## src/hdl/xrfw_pkg.sv

```systemverilog
// Shared constants, codes and types of the XMODEM receiver flash writer.
package xrfw_pkg;

   localparam int DATA_BYTES   = 128;
   localparam int PAGE_BYTES   = 256;
   localparam int PACKET_BYTES = DATA_BYTES + 4;

   localparam int ADDR_W      = 24;
   localparam int PAGE_FILL_W = $clog2(PAGE_BYTES + 1);
   localparam int PKT_REM_W   = 8;
   localparam int QUEUE_DEPTH = 4;
   localparam int QUEUE_PTR_W = $clog2(QUEUE_DEPTH);
   localparam int QUEUE_CNT_W = $clog2(QUEUE_DEPTH + 1);

   // Commands on the request channel.
   localparam logic [1:0] CMD_TICK  = 2'd0;
   localparam logic [1:0] CMD_BYTE  = 2'd1;
   localparam logic [1:0] CMD_START = 2'd2;

   // Actions on the response channel.
   localparam logic [2:0] ACT_SEND    = 3'd0;
   localparam logic [2:0] ACT_DATA    = 3'd1;
   localparam logic [2:0] ACT_ERASE   = 3'd2;
   localparam logic [2:0] ACT_PROGRAM = 3'd3;
   localparam logic [2:0] ACT_DONE    = 3'd4;
   localparam logic [2:0] ACT_TIMEOUT = 3'd5;
   localparam logic [2:0] ACT_CANCEL  = 3'd6;

   // Protocol characters.
   localparam logic [7:0] CH_SOH   = 8'h01;
   localparam logic [7:0] CH_EOT   = 8'h04;
   localparam logic [7:0] CH_ACK   = 8'h06;
   localparam logic [7:0] CH_ETB   = 8'h17;
   localparam logic [7:0] CH_CAN   = 8'h18;
   localparam logic [7:0] CH_START = 8'h43;

   // Transfer phases.
   localparam logic [1:0] PH_WAIT    = 2'd0;
   localparam logic [1:0] PH_PACKET  = 2'd1;
   localparam logic [1:0] PH_BETWEEN = 2'd2;

   // Job kinds handed from the front end to the back end.
   localparam logic [2:0] JOB_SEND_C         = 3'd0;
   localparam logic [2:0] JOB_TIMEOUT        = 3'd1;
   localparam logic [2:0] JOB_DATA           = 3'd2;
   localparam logic [2:0] JOB_ACK            = 3'd3;
   localparam logic [2:0] JOB_ACK_PROG       = 3'd4;
   localparam logic [2:0] JOB_ACK_ERASE_PROG = 3'd5;
   localparam logic [2:0] JOB_ACK_DONE       = 3'd6;
   localparam logic [2:0] JOB_CANCEL         = 3'd7;

   // Register indexes on the configuration port.
   localparam logic [1:0] REG_RETRY_LIMIT   = 2'd0;
   localparam logic [1:0] REG_TIMEOUT_TICKS = 2'd1;
   localparam logic [1:0] REG_BASE_ADDRESS  = 2'd2;

   typedef struct packed {
      logic [7:0]        retry_limit;
      logic [15:0]       timeout_ticks;
      logic [ADDR_W-1:0] base_address;
   } cfg_type;

   typedef struct packed {
      logic [2:0]        kind;
      logic [7:0]        data_byte;
      logic [7:0]        page_offset;
      logic [ADDR_W-1:0] flash_address;
   } job_type;

endpackage

```

## src/hdl/xmodem_receiver_flash_writer.sv

```systemverilog
// Top level of the XMODEM receiver that turns received bytes into flash page writes.
//
// The block takes one request beat per cycle as long as its four-entry job queue has room.
// The front end updates the protocol state in the cycle a beat is accepted and queues at most
// one job; the back end turns each job into one to three response beats, one per cycle while
// the response channel is ready, through a registered output stage. A request has three
// results at the end of a packet that fills a page on a 64 KiB boundary, or on a cancel, and a
// request with no result queues no job. The response channel may stall freely; requests are
// held off only when the queue is full. Each response beat of a request carries tlast on its
// final beat. Configuration must be written while idle.
module xmodem_receiver_flash_writer (
   input  logic        clock,
   input  logic        reset,
   // Request channel.
   input  logic        req_tvalid,
   output logic        req_tready,
   input  logic [7:0]  req_tdata,   // [7:0] rx_byte
   input  logic [1:0]  req_tuser,   // [1:0] command
   // Response channel.
   output logic        rsp_tvalid,
   input  logic        rsp_tready,
   output logic [39:0] rsp_tdata,   // [7:0] data_byte, [15:8] page_offset, [39:16] flash_address
   output logic [2:0]  rsp_tuser,   // [2:0] action
   output logic        rsp_tlast,
   // Configuration port.
   input  logic        csr_psel,
   input  logic        csr_penable,
   input  logic        csr_pwrite,
   input  logic [3:0]  csr_paddr,
   input  logic [31:0] csr_pwdata,
   output logic [31:0] csr_prdata,
   output logic        csr_pready
);
   import xrfw_pkg::*;

   cfg_type cfg;
   job_type push_job;
   job_type head_job;
   logic    accept;
   logic    job_push;
   logic    q_full;
   logic    q_not_empty;
   logic    q_pop;

   assign req_tready = !q_full;
   assign accept     = req_tvalid && req_tready;

   xrfw_csr u_csr (
      .clock       (clock),
      .reset       (reset),
      .csr_psel    (csr_psel),
      .csr_penable (csr_penable),
      .csr_pwrite  (csr_pwrite),
      .csr_paddr   (csr_paddr),
      .csr_pwdata  (csr_pwdata),
      .csr_prdata  (csr_prdata),
      .csr_pready  (csr_pready),
      .cfg         (cfg)
   );

   xrfw_front u_front (
      .clock    (clock),
      .reset    (reset),
      .cfg      (cfg),
      .accept   (accept),
      .command  (req_tuser),
      .rx_byte  (req_tdata),
      .job_push (job_push),
      .job      (push_job)
   );

   xrfw_queue u_queue (
      .clock     (clock),
      .reset     (reset),
      .push      (job_push),
      .push_job  (push_job),
      .pop       (q_pop),
      .full      (q_full),
      .not_empty (q_not_empty),
      .head_job  (head_job)
   );

   xrfw_back u_back (
      .clock       (clock),
      .reset       (reset),
      .q_not_empty (q_not_empty),
      .q_head      (head_job),
      .q_pop       (q_pop),
      .rsp_tvalid  (rsp_tvalid),
      .rsp_tready  (rsp_tready),
      .rsp_tdata   (rsp_tdata),
      .rsp_tuser   (rsp_tuser),
      .rsp_tlast   (rsp_tlast)
   );

endmodule

```

## src/hdl/xrfw_csr.sv

```systemverilog
// Configuration register file on an APB-style port.
module xrfw_csr (
   input  logic               clock,
   input  logic               reset,
   input  logic               csr_psel,
   input  logic               csr_penable,
   input  logic               csr_pwrite,
   input  logic [3:0]         csr_paddr,
   input  logic [31:0]        csr_pwdata,
   output logic [31:0]        csr_prdata,
   output logic               csr_pready,
   output xrfw_pkg::cfg_type  cfg
);
   import xrfw_pkg::*;

   logic [7:0]        retry_limit_ff,   retry_limit_in;
   logic [15:0]       timeout_ticks_ff, timeout_ticks_in;
   logic [ADDR_W-1:0] base_address_ff,  base_address_in;
   logic              wr_en;
   logic [1:0]        reg_index;

   assign csr_pready = 1'b1;
   assign wr_en      = csr_psel && csr_penable && csr_pwrite;
   assign reg_index  = csr_paddr[3:2];

   always_comb begin
      retry_limit_in   = retry_limit_ff;
      timeout_ticks_in = timeout_ticks_ff;
      base_address_in  = base_address_ff;
      if (wr_en) begin
         unique case (reg_index)
            REG_RETRY_LIMIT:   retry_limit_in   = csr_pwdata[7:0];
            REG_TIMEOUT_TICKS: timeout_ticks_in = csr_pwdata[15:0];
            REG_BASE_ADDRESS:  base_address_in  = csr_pwdata[ADDR_W-1:0];
            default: ;
         endcase
      end
   end

   always_comb begin
      unique case (reg_index)
         REG_RETRY_LIMIT:   csr_prdata = {24'd0, retry_limit_ff};
         REG_TIMEOUT_TICKS: csr_prdata = {16'd0, timeout_ticks_ff};
         REG_BASE_ADDRESS:  csr_prdata = {{(32-ADDR_W){1'b0}}, base_address_ff};
         default:           csr_prdata = 32'd0;
      endcase
   end

   always_ff @(posedge clock) begin
      if (reset) begin
         retry_limit_ff   <= 8'd100;
         timeout_ticks_ff <= 16'd100;
         base_address_ff  <= '0;
      end else begin
         retry_limit_ff   <= retry_limit_in;
         timeout_ticks_ff <= timeout_ticks_in;
         base_address_ff  <= base_address_in;
      end
   end

   assign cfg.retry_limit   = retry_limit_ff;
   assign cfg.timeout_ticks = timeout_ticks_ff;
   assign cfg.base_address  = base_address_ff;

endmodule

```

## src/hdl/xrfw_front.sv

```systemverilog
// Front end: protocol state machine that turns each accepted beat into at most one job.
module xrfw_front (
   input  logic               clock,
   input  logic               reset,
   input  xrfw_pkg::cfg_type  cfg,
   input  logic               accept,
   input  logic [1:0]         command,
   input  logic [7:0]         rx_byte,
   output logic               job_push,
   output xrfw_pkg::job_type  job
);
   import xrfw_pkg::*;

   logic                   active_ff,   active_in;
   logic [1:0]             phase_ff,    phase_in;
   logic [PKT_REM_W-1:0]   pkt_rem_ff,  pkt_rem_in;
   logic [PAGE_FILL_W-1:0] fill_ff,     fill_in;
   logic [ADDR_W-1:0]      addr_ff,     addr_in;
   logic [15:0]            tick_ff,     tick_in;
   logic [7:0]             retries_ff,  retries_in;

   logic                   has_job;
   logic [7:0]             retries_dec;
   logic [PKT_REM_W-1:0]   rem_dec;
   logic                   is_data;

   always_comb begin
      active_in  = active_ff;
      phase_in   = phase_ff;
      pkt_rem_in = pkt_rem_ff;
      fill_in    = fill_ff;
      addr_in    = addr_ff;
      tick_in    = tick_ff;
      retries_in = retries_ff;
      has_job    = 1'b0;
      job        = '0;

      retries_dec = (retries_ff != 8'd0) ? retries_ff - 8'd1 : 8'd0;
      rem_dec     = (pkt_rem_ff != '0) ? pkt_rem_ff - PKT_REM_W'(1) : '0;
      // Data bytes sit between the block number pair and the CRC pair.
      is_data = (pkt_rem_ff <= PKT_REM_W'(PACKET_BYTES - 2))
             && (pkt_rem_ff >  PKT_REM_W'(PACKET_BYTES - 2 - DATA_BYTES))
             && (fill_ff < PAGE_FILL_W'(PAGE_BYTES));

      if (command == CMD_START) begin
         active_in  = 1'b1;
         phase_in   = PH_WAIT;
         pkt_rem_in = '0;
         retries_in = cfg.retry_limit;
         tick_in    = cfg.timeout_ticks;
         addr_in    = cfg.base_address;
         has_job    = 1'b1;
         job.kind   = JOB_SEND_C;
      end else if (command == CMD_TICK && active_ff) begin
         tick_in = (tick_ff != 16'd0) ? tick_ff - 16'd1 : 16'd0;
         if (phase_ff != PH_PACKET && phase_ff != PH_BETWEEN && tick_in == 16'd0) begin
            retries_in = retries_dec;
            has_job    = 1'b1;
            if (retries_dec == 8'd0) begin
               active_in = 1'b0;
               phase_in  = PH_WAIT;
               job.kind  = JOB_TIMEOUT;
            end else begin
               tick_in  = cfg.timeout_ticks;
               job.kind = JOB_SEND_C;
            end
         end
      end else if (command == CMD_BYTE && active_ff) begin
         unique case (phase_ff)
            PH_PACKET: begin
               if (is_data) begin
                  has_job           = 1'b1;
                  job.kind          = JOB_DATA;
                  job.data_byte     = rx_byte;
                  job.page_offset   = fill_ff[7:0];
                  job.flash_address = addr_ff;
                  fill_in           = fill_ff + PAGE_FILL_W'(1);
               end
               pkt_rem_in = rem_dec;
               if (rem_dec == '0) begin
                  // The closing byte never carries data, so the fill is unchanged here.
                  has_job           = 1'b1;
                  phase_in          = PH_BETWEEN;
                  job.flash_address = addr_ff;
                  if (fill_ff >= PAGE_FILL_W'(PAGE_BYTES)) begin
                     job.kind = (addr_ff[15:0] == 16'd0) ? JOB_ACK_ERASE_PROG : JOB_ACK_PROG;
                     addr_in  = addr_ff + ADDR_W'(PAGE_BYTES);
                     fill_in  = '0;
                  end else begin
                     job.kind = JOB_ACK;
                  end
               end
            end
            PH_BETWEEN: begin
               unique case (rx_byte)
                  CH_SOH: begin
                     phase_in   = PH_PACKET;
                     pkt_rem_in = PKT_REM_W'(PACKET_BYTES);
                  end
                  CH_EOT: begin
                     has_job  = 1'b1;
                     job.kind = JOB_ACK;
                  end
                  CH_ETB: begin
                     has_job   = 1'b1;
                     job.kind  = JOB_ACK_DONE;
                     active_in = 1'b0;
                     phase_in  = PH_WAIT;
                  end
                  CH_CAN: begin
                     has_job   = 1'b1;
                     job.kind  = JOB_CANCEL;
                     active_in = 1'b0;
                     phase_in  = PH_WAIT;
                  end
                  default: ;
               endcase
            end
            default: begin
               // Waiting for the first packet; an unused phase code behaves the same.
               if (rx_byte == CH_SOH) begin
                  phase_in   = PH_PACKET;
                  pkt_rem_in = PKT_REM_W'(PACKET_BYTES);
                  fill_in    = '0;
               end
            end
         endcase
      end
   end

   assign job_push = accept && has_job;

   always_ff @(posedge clock) begin
      if (reset) begin
         active_ff  <= 1'b0;
         phase_ff   <= PH_WAIT;
         pkt_rem_ff <= '0;
         fill_ff    <= '0;
         addr_ff    <= '0;
         tick_ff    <= '0;
         retries_ff <= '0;
      end else if (accept) begin
         active_ff  <= active_in;
         phase_ff   <= phase_in;
         pkt_rem_ff <= pkt_rem_in;
         fill_ff    <= fill_in;
         addr_ff    <= addr_in;
         tick_ff    <= tick_in;
         retries_ff <= retries_in;
      end
   end

endmodule

```

## src/hdl/xrfw_queue.sv

```systemverilog
// Small job queue between the front end and the back end.
module xrfw_queue (
   input  logic               clock,
   input  logic               reset,
   input  logic               push,
   input  xrfw_pkg::job_type  push_job,
   input  logic               pop,
   output logic               full,
   output logic               not_empty,
   output xrfw_pkg::job_type  head_job
);
   import xrfw_pkg::*;

   job_type                entries_ff [QUEUE_DEPTH];
   logic [QUEUE_PTR_W-1:0] wr_ptr_ff, wr_ptr_in;
   logic [QUEUE_PTR_W-1:0] rd_ptr_ff, rd_ptr_in;
   logic [QUEUE_CNT_W-1:0] count_ff,  count_in;
   logic                   do_push;
   logic                   do_pop;

   assign full      = (count_ff == QUEUE_CNT_W'(QUEUE_DEPTH));
   assign not_empty = (count_ff != '0);
   assign head_job  = entries_ff[rd_ptr_ff];
   assign do_push   = push && !full;
   assign do_pop    = pop && not_empty;

   always_comb begin
      wr_ptr_in = do_push ? wr_ptr_ff + QUEUE_PTR_W'(1) : wr_ptr_ff;
      rd_ptr_in = do_pop  ? rd_ptr_ff + QUEUE_PTR_W'(1) : rd_ptr_ff;
      count_in  = count_ff;
      if (do_push && !do_pop) begin
         count_in = count_ff + QUEUE_CNT_W'(1);
      end else if (do_pop && !do_push) begin
         count_in = count_ff - QUEUE_CNT_W'(1);
      end
   end

   always_ff @(posedge clock) begin
      if (reset) begin
         wr_ptr_ff <= '0;
         rd_ptr_ff <= '0;
         count_ff  <= '0;
      end else begin
         wr_ptr_ff <= wr_ptr_in;
         rd_ptr_ff <= rd_ptr_in;
         count_ff  <= count_in;
      end
   end

   always_ff @(posedge clock) begin
      if (do_push) begin
         entries_ff[wr_ptr_ff] <= push_job;
      end
   end

endmodule

```

## src/hdl/xrfw_back.sv

```systemverilog
// Back end: expands each job into its response beats through an output register.
module xrfw_back (
   input  logic                         clock,
   input  logic                         reset,
   input  logic                         q_not_empty,
   input  xrfw_pkg::job_type            q_head,
   output logic                         q_pop,
   output logic                         rsp_tvalid,
   input  logic                         rsp_tready,
   output logic [39:0]                  rsp_tdata,
   output logic [2:0]                   rsp_tuser,
   output logic                         rsp_tlast
);
   import xrfw_pkg::*;

   job_type           job_ff,       job_in;
   logic              job_valid_ff, job_valid_in;
   logic [1:0]        beat_ff,      beat_in;
   logic              rsp_valid_ff, rsp_valid_in;
   logic [2:0]        act_ff,       act_in;
   logic [7:0]        data_ff,      data_in;
   logic [7:0]        off_ff,       off_in;
   logic [ADDR_W-1:0] addr_ff,      addr_in;
   logic              last_ff,      last_in;

   logic              load;
   logic              final_beat;

   assign load = !rsp_valid_ff || rsp_tready;

   // Select the beat that the current job produces at the current position.
   always_comb begin
      act_in     = ACT_SEND;
      data_in    = 8'd0;
      off_in     = 8'd0;
      addr_in    = '0;
      final_beat = 1'b1;
      unique case (job_ff.kind)
         JOB_SEND_C: begin
            data_in = CH_START;
         end
         JOB_TIMEOUT: begin
            act_in = ACT_TIMEOUT;
         end
         JOB_DATA: begin
            act_in  = ACT_DATA;
            data_in = job_ff.data_byte;
            off_in  = job_ff.page_offset;
            addr_in = job_ff.flash_address;
         end
         JOB_ACK: begin
            data_in = CH_ACK;
         end
         JOB_ACK_PROG: begin
            if (beat_ff == 2'd0) begin
               data_in    = CH_ACK;
               final_beat = 1'b0;
            end else begin
               act_in  = ACT_PROGRAM;
               addr_in = job_ff.flash_address;
            end
         end
         JOB_ACK_ERASE_PROG: begin
            if (beat_ff == 2'd0) begin
               data_in    = CH_ACK;
               final_beat = 1'b0;
            end else if (beat_ff == 2'd1) begin
               act_in     = ACT_ERASE;
               addr_in    = job_ff.flash_address;
               final_beat = 1'b0;
            end else begin
               act_in  = ACT_PROGRAM;
               addr_in = job_ff.flash_address;
            end
         end
         JOB_ACK_DONE: begin
            if (beat_ff == 2'd0) begin
               data_in    = CH_ACK;
               final_beat = 1'b0;
            end else begin
               act_in = ACT_DONE;
            end
         end
         JOB_CANCEL: begin
            if (beat_ff == 2'd2) begin
               act_in = ACT_CANCEL;
            end else begin
               data_in    = CH_ACK;
               final_beat = 1'b0;
            end
         end
         default: ;
      endcase
      last_in = final_beat;
   end

   assign q_pop = q_not_empty && (!job_valid_ff || (load && final_beat));

   always_comb begin
      job_in       = job_ff;
      job_valid_in = job_valid_ff;
      beat_in      = beat_ff;
      if (q_pop) begin
         job_in       = q_head;
         job_valid_in = 1'b1;
         beat_in      = 2'd0;
      end else if (load && job_valid_ff) begin
         if (final_beat) begin
            job_valid_in = 1'b0;
         end
         beat_in = beat_ff + 2'd1;
      end
      rsp_valid_in = load ? job_valid_ff : rsp_valid_ff;
   end

   always_ff @(posedge clock) begin
      if (reset) begin
         job_valid_ff <= 1'b0;
         beat_ff      <= 2'd0;
         rsp_valid_ff <= 1'b0;
      end else begin
         job_valid_ff <= job_valid_in;
         beat_ff      <= beat_in;
         rsp_valid_ff <= rsp_valid_in;
      end
   end

   always_ff @(posedge clock) begin
      job_ff <= job_in;
      if (load && job_valid_ff) begin
         act_ff  <= act_in;
         data_ff <= data_in;
         off_ff  <= off_in;
         addr_ff <= addr_in;
         last_ff <= last_in;
      end
   end

   assign rsp_tvalid = rsp_valid_ff;
   assign rsp_tdata  = {addr_ff, off_ff, data_ff};
   assign rsp_tuser  = act_ff;
   assign rsp_tlast  = last_ff;

endmodule
```

## config.mk

```make
export PLATFORM = sky130hd
export DESIGN_NAME = xmodem_receiver_flash_writer
export DESIGN_NICKNAME = d
export VERILOG_FILES = /design/src/hdl/xrfw_pkg.sv /design/src/hdl/xmodem_receiver_flash_writer.sv /design/src/hdl/xrfw_csr.sv /design/src/hdl/xrfw_front.sv /design/src/hdl/xrfw_queue.sv /design/src/hdl/xrfw_back.sv
export SDC_FILE = /design/constraint.sdc
export NUM_CORES = 1
export LEC_CHECK = 0
export BUFFER_PORTS_ARGS = -buffer_cell sky130_fd_sc_hd__buf_4
export CAP_MARGIN = 20
export CORE_ASPECT_RATIO = 1.25
export CORE_UTILIZATION = 32
export DETAILED_ROUTE_END_ITERATION = 6
export GPL_TIMING_DRIVEN = 0
export SETUP_SLACK_MARGIN = 0.5
export SLEW_MARGIN = 20
export SYNTH_ARGS = -nofsm -noshare
export SYNTH_HDL_FRONTEND = slang
export SYNTH_SLANG_ARGS = --single-unit
```

## constraint.sdc

```tcl
create_clock -name clock -period 6.8 [get_ports clock]
set_input_delay 0.34 -clock clock [delete_from_list [all_inputs] [get_ports clock]]
set_output_delay 0.34 -clock clock [all_outputs]
set_load 0.03 [all_outputs]
```

# After elaboration in Yosys (flattened, before gate mapping)
# Memory sizes are Yosys's and may differ from the RTL's. A register that Yosys moved wholly into a read port is not among the register bits.
# Cells that the tools add are included.
# W data, S select, Z words.
classes:
  muxes: 89
  n_bitwise: 3
  order_cmp: 4
  n_reduce_logical: 68
  add_sub_neg: 10
  n_eq_ne: 27
ops:
  columns: ["cell", "count"]
  rows:
  - ["$mux W24", 8]
  - ["$mux W40", 3]
  - ["$mux W16", 5]
  - ["$mux W8", 10]
  - ["$pmux W24 S3", 1]
  - ["$pmux W24 S2", 1]
  - ["$mux W43", 1]
  - ["$mux W42", 1]
  - ["$pmux W8 S5", 1]
  - ["$mux W3", 12]
  - ["$mux W9", 4]
  - ["$logic_not A16 Y1", 2]
  - ["$mux W1", 26]
  - ["$add A24 B9 Y24 const B", 1]
  - ["$reduce_bool A2 Y1", 10]
  - ["$pmux W3 S6", 1]
  - ["$pmux W9 S2", 1]
  - ["$reduce_and A6 Y1", 3]
  - ["$logic_and A1 B1 Y1", 17]
  - ["$eq A8 B5 Y1 const B", 2]
  - ["$logic_not A8 Y1", 2]
  - ["$mux W2", 8]
  - ["$reduce_bool A16 Y1", 1]
  - ["$reduce_bool A8 Y1", 2]
  - ["other kinds (40)", 78]
word_totals:
  regBits: 171
  output_inout_bits: 79
  memories: 1
  mem_bits_rw: 172
  inputBits: 53
  word_cells: 223
mem_list:
  columns: ["memory", "words", "word_bits", "read_ports", "rd_clocked_by_memory_dff", "write_ports", "line_no", "rtl"]
  rows:
  - ["u_queue.entries_ff", 4, 43, 1, 1, 1, "xrfw_queue.sv:14", "job_type entries_ff [QUEUE_DEPTH];"]

# Depth between registers and ports, before layout
logic_depth:
  word_depth: 15
  depth_mapped: 19
  ltp_nobuf: 16

# Modules after synthesis
# A second synthesis with hierarchy kept.
unflattened:
  hier_cells: 1375
  area_unflattened_um2: 17340.4
modules_own_cells:
  columns: ["module", "cells_each", "seq_area_each_um2", "area_each_um2", "n_inst"]
  rows:
  - ["xrfw_queue", 273, 5345.1, 6720.2, 1]
  - ["xrfw_front", 663, 1361.3, 4840.9, 1]
  - ["xrfw_back", 188, 2692.6, 3338.2, 1]
  - ["xrfw_csr", 249, 960.9, 2431.1, 1]
  - ["xmodem_receiver_flash_writer", 2, 0.0, 10.0, 1]

# Least setup slack after synthesis
# Ideal clock, no wire load.
synth_path:
  path_kind: "register to register"
  startpoint: "register u_front.tick_ff[0]"
  endpoint: "memory u_queue.entries_ff[0][0] in the netlist's numbering (enable)"
  path_slack_ps: 1754
  path_buffers: 2
  setup_ps: 449
  t_required_ps: 6351
  arrival_time_ps: 4597
  synth_period_minus_slack_ps: 5046
  stages_incl_launch_ff: 13
  cell_sequence: "dfxtp_1 buf_6 inv_1 ha_1 or4b_1 clkbuf_2 o21ai_0 or4b_1 a211o_1 nor3_1 o21a_1 nor2_1 nor2b_1"
synth_between:
  elab_chain_len: 11
  word_cells_on_any_way: 12
  classes_between: "1 x add/sub; 6 x mux; 5 x reduce/logical"
synth_lines:
  columns: ["item", "line_no", "rtl"]
  rows:
  - ["start: declaration", "xrfw_front.sv:19", "logic [15:0] tick_ff, tick_in;"]
  - ["start signal: assignment", "xrfw_front.sv:148", "tick_ff <= tick_in;"]
  - ["$sub A16 B1 Y16 or $reduce_bool A16 Y1 (tied branches)", "xrfw_front.sv:55", "tick_in = (tick_ff != 16'd0) ? tick_ff - 16'd1 : 16'd0;"]
  - ["$mux W16 *", "xrfw_front.sv:55", null]
  - ["$logic_not A16 Y1 *", "xrfw_front.sv:56", "if (phase_ff != PH_PACKET && phase_ff != PH_BETWEEN && tick_in == 16'd0) begin"]
  - ["$logic_and A1 B1 Y1 *", "xrfw_front.sv:56", null]
  - ["$mux W1 *", "xrfw_front.sv:56", null]
  - ["$mux W1 *", "xrfw_front.sv:54", "end else if (command == CMD_TICK && active_ff) begin"]
  - ["$mux W1 *", "xrfw_front.sv:45", "if (command == CMD_START) begin"]
  - ["$logic_and A1 B1 Y1 *", "xrfw_front.sv:131", "assign job_push = accept && has_job;"]
  - ["$logic_and A1 B1 Y1 *", "xrfw_queue.sv:24", "assign do_push = push && !full;"]
  - ["$mux W1 *", "xrfw_queue.sv:51", "if (do_push) begin"]
  - ["$mux W1 (implied by the code) *", "xrfw_queue.sv:52", "entries_ff[wr_ptr_ff] <= push_job;"]
  - ["end: declaration", "xrfw_queue.sv:14", null]
# Mark *: on every way between the ends. The rest lies on a longest branch, timed or not.

# Worst setup path in the final report
layout_path:
  startpoint: "register u_front.tick_ff[0]"
  endpoint: "register u_queue.count_ff[2]"
layout_between:
  elab_chain_len: 12
  word_cells_on_any_way: 15
  classes_between: "1 x add/sub; 5 x mux; 9 x reduce/logical"
layout_lines:
  columns: ["item", "line_no", "rtl"]
  rows:
  - ["$sub A16 B1 Y16 or $reduce_bool A16 Y1 (tied branches)", "xrfw_front.sv:55", null]
  - ["$mux W16 *", "xrfw_front.sv:55", null]
  - ["$logic_not A16 Y1 *", "xrfw_front.sv:56", null]
  - ["$logic_and A1 B1 Y1 *", "xrfw_front.sv:56", null]
  - ["$mux W1 *", "xrfw_front.sv:56", null]
  - ["$mux W1 *", "xrfw_front.sv:54", null]
  - ["$mux W1 *", "xrfw_front.sv:45", null]
  - ["$logic_and A1 B1 Y1 *", "xrfw_front.sv:131", null]
  - ["$logic_and A1 B1 Y1 *", "xrfw_queue.sv:24", null]
  - ["via u_queue.do_push", "xrfw_queue.sv:18", "logic do_push;"]
  - ["$logic_not A1 Y1", "xrfw_queue.sv:33", "end else if (do_pop && !do_push) begin"]
  - ["$logic_and A1 B1 Y1", "xrfw_queue.sv:33", null]
  - ["$reduce_bool A2 Y1 (no source line)", null, null]
  - ["end signal: assignment", "xrfw_queue.sv:46", "count_ff <= count_in;"]
  - ["end: declaration", "xrfw_queue.sv:17", "logic [QUEUE_CNT_W-1:0] count_ff, count_in;"]
# Mark *: on every way through the listed nets, which the timed path passes. The rest lies on a longest branch.
# A chain may end at the register's enable or synchronous reset.

==> results_dict.tcl <==
set metrics [dict create \
    crit_family "simple AND/OR/NAND/NOR gates" \
    outcome "finished, final reports clean" \
    cts.sinks 386 \
    syn2layout_area_growth_pct 20.88 \
    ir_drop_mv 0.1620 \
    grt_pass1_wl_um 61310 \
    wirelength_um 38940 \
    cpMaxStageDelayCell "or4b_1" \
    fin_crit_sh_pct 67.40 \
    synth_area_um2 16490 \
    post-route-util_pct 39.35 \
    synthArstFlopShare_pct 0 \
    rsz0062_at_grt "no" \
    chipWidth_um 205.0 \
    r2r_cells 18 \
    max_freq_mhz 218.2 \
    period_needed_ns 4.583 \
    end_kind "flip-flop" \
    num_vias 10900 \
    ys_ff_latch 386 \
    critPathKind "flip-flop to flip-flop" \
    die-area_um2 52440 \
    worstSetupStartpointType "flip-flop" \
    cp_max_fo 9 \
    core-area_um2 50650 \
    htree_levels 2 \
    finalHoldViolations 0 \
    viasPerCell 4.942 \
    layout-drive-gt1-share_pct 17.31 \
    initial_utilization_pct 32.55 \
    grt.busiest_layer "met2" \
    required_ns 7.29 \
    finClkSkew_ns 0.01416 \
    synth-edff-count 259 \
    first_pass_iters 5 \
    hp-class "primary input to flip-flop" \
    syn_inst 1342 \
    numCtsBuffers 40 \
    p_per_area_nw_per_um2 346.1 \
    stdcell_area_um2 19930 \
    drv_slew 0 \
    path_clk_slew_ns 0.06 \
    antenna_cells 0 \
    globalplace.congestion 0.9026 \
    cts_tree "done" \
    r2r_end "u_queue.count_ff[2]" \
    dpl_cell_area_um2 18520 \
    ys_seq_area_share_pct 62.59 \
    grt_pass1_vias 10910 \
    grtUsageMet3_pct 2.470 \
    syn_area_per_cell_um2 12.29 \
    max_stage_delay_ns 0.46 \
    antenna_found_initial 0 \
    path_depth 18 \
    track_usage_pct 15.05 \
    ioPinCount 132 \
    post_cts_buffers 0 \
    grt_overflow 0 \
    insertion_delay_ns 0.57 \
    drtIter0Drc 535 \
    nets 1590 \
    port-buffer-count 112 \
    setup_viol 0 \
    yosysWarnings 0 \
    tightest_slew_ns 0.9602 \
    cp.arrival_ns 5.08 \
    grt.met1_usage_pct 18.74 \
    cts_max_path_buffers 3 \
    ys.flop_type "edfxtp_1" \
    root_buffer "clkbuf_16" \
    drc 0 \
    final_common_cell "edfxtp_1" \
    crit_top_cell "inv_1" \
    p_leak_nw 6.821 \
    final_cell_mix "edfxtp_1 (259), nand2_1 (167), dfxtp_1 (127)" \
    r2r_start "u_front.tick_ff[0]" \
    nFillCells 4854 \
    met2_usage_pct 26.07 \
    die_h_um 255.8 \
    slew_headroom_pct 35.85 \
    crit_start "u_front.tick_ff[0]" \
    postRouteAntennaNets 0 \
    rows 92 \
    crit_buf_inv 5 \
    grt_max_degree 25 \
    reg2reg_slack_ns 2.22 \
    worstPathCellList "buf_6, inv_1, ha_1, or4b_1, clkbuf_2, o21ai_0, or4b_1, a211o_1, nor3_1, o21a_1, nor2_1, inv_1, ha_1, inv_1, fa_1, xor2_1, or3_1, a21oi_1" \
    routedWlPerCell_um 17.65 \
    synth.distinct_cells 72 \
    hpwlAfterDp_um 28290 \
    crit_end "u_queue.count_ff[2]" \
    max-cap-violations 0 \
]
==> cell type report <==
cell class	count	area [um2]	area share [%]
buffer	82	376.6	1.890
clock buffer	44	1016	5.097
clock inverter	30	380.4	1.908
inverter	30	112.6	0.5650
multi-input combinational	851	5747	28.83
sequential	386	10320	51.78
tap	658	823.3	4.131
timing repair buffer	125	1156	5.800
==> power by group <==
| part | leakage (nW) | switching [mW] | internal (mW) | total, mW |
|---|---|---|---|---|
| sequential | 3.45 | 0.0996 | 2.90 | 3.00 |
| combinational | 2.70 | 0.947 | 0.635 | 1.58 |
| clock | 0.673 | 0.948 | 1.37 | 2.32 |
| total | 6.82 | 1.99 | 4.90 | 6.90 |
==> tightest hold or removal path, delay by kind of cell <==
family / cells / cell delay, ns
buf+inv: 1 / 0.11
simple gates: 1 / 0.05
compound gates: 1 / 0.05
==> state kept, by name, summed over array words and instances (netlist names) <==
signal and cells:
u_back.addr_ff 24, u_back.rsp_tvalid 1, u_front.phase_ff 2, u_queue.wr_ptr_ff 2, u_front.addr_ff 24, u_front.tick_ff 16, u_queue.rd_ptr_ff 2, u_csr.timeout_ticks_ff 16
u_back.beat_ff 2, u_back.data_ff 8, u_front.retries_ff 8, u_back.rsp_tuser 3, u_csr.retry_limit_ff 8, u_back.job_valid_ff 1, u_front.pkt_rem_ff 8, u_front.fill_ff 9
u_back.rsp_tlast 1, u_queue.count_ff 3, u_back.off_ff 8, u_front.active_ff 1, u_csr.base_address_ff 24, u_back.job_ff 43, u_queue.entries_ff 172
==> how the worst min path moves through the flow <==
| stage | endpoint | cells after the start | startpoint | slack [ns] |
|---|---|---|---|---|
| after detailed placement | u_csr.base_address_ff[8] | 2 | u_csr.base_address_ff[8] | 0.47 |
| final | u_csr.base_address_ff[23] | 3 | csr_pwdata[23] | 0.03 |
| after global placement | u_front.addr_ff[3] | 2 | u_front.addr_ff[3] | 0.46 |
| after CTS | u_csr.retry_limit_ff[6] | 2 | csr_pwdata[6] | 0.002 |
| after floorplan | u_front.addr_ff[19] | 2 | u_csr.base_address_ff[19] | 0.44 |
| after global routing | u_csr.retry_limit_ff[6] | 2 | csr_pwdata[6] | 0.02 |
==> stage by stage <==
| step | worst slack, ns | instances | power, mW | TNS, ns | hold WS (ns) |
|---|---|---|---|---|---|
| 5_1_grt | 1.945 | 2206 | 7.221 | 0 | 0.01705 |
| 3_5_place_dp | 2.246 | 2130 | 4.665 | 0 | 0.4678 |
| 4_1_cts | 2.228 | 2206 | 6.997 | 0 | 0.001768 |
| 6_report | 2.217 | 2206 | 6.898 | 0 | 0.03141 |
| 2_1_floorplan | 1.754 | 1349 | 4.099 | 0 | 0.4405 |
| 3_3_place_gp | -0.1760 | 2119 | 4.571 | -28.31 | 0.4623 |
==> metal layers <==
metal  part of all wire (%)  routed length (um)
met1                     42               16320
met2                     50               19400
met3                    5.6                2192
met4                    2.6                1020
met5                      0                   0
==> synth_stat cells, types with 8 or more instances <==
cell type / number / area (um2)
xor2_1: 8 / 70.07
and3_1: 20 / 125.1
mux4_2: 43 / 968.4
mux2i_1: 21 / 210.2
a22o_1: 8 / 70.07
clkbuf_1: 61 / 229.0
ha_1: 20 / 250.2
a311oi_1: 13 / 113.9
nor2b_1: 39 / 244.0
o21ai_0: 43 / 215.2
dfxtp_1: 127 / 2542
or3_1: 22 / 137.6
edfxtp_1: 259 / 7777
buf_4: 10 / 75.07
a211oi_1: 9 / 67.56
a21oi_1: 96 / 480.5
nor2_1: 87 / 326.6
a211o_1: 9 / 78.83
nor3_1: 38 / 190.2
nand4_1: 9 / 56.30
inv_1: 30 / 112.6
and2_1: 52 / 325.3
xnor2_1: 13 / 113.9
o211ai_1: 14 / 105.1
nand3_1: 14 / 70.07
nand2_1: 167 / 626.9
==> kinds of logic (layout without fill, tap and decap cells) <==
logic type / count (synthesis) / in the layout / synth area share [%]
AO/OA/AOI/OAI: 233 / 233 / 9.007
XOR/XNOR: 21 / 21 / 1.116
adder cells (fa/ha/maj): 21 / 21 / 1.639
buffers and inverters: 112 / 311 / 2.967
flip-flops: 386 / 386 / 62.59
multiplexers: 67 / 67 / 7.353
other: 2 / 9 / 0.04555
AND/OR/NAND/NOR: 500 / 500 / 15.28
==> repair_timing <==
action	CTS	global route
endpoints found under the setup margin	0	0
resized for setup	0	0
hold endpoints to repair	2	0
hold buffers	2	0
No activity file was read; power rests on OpenSTA's default activity.
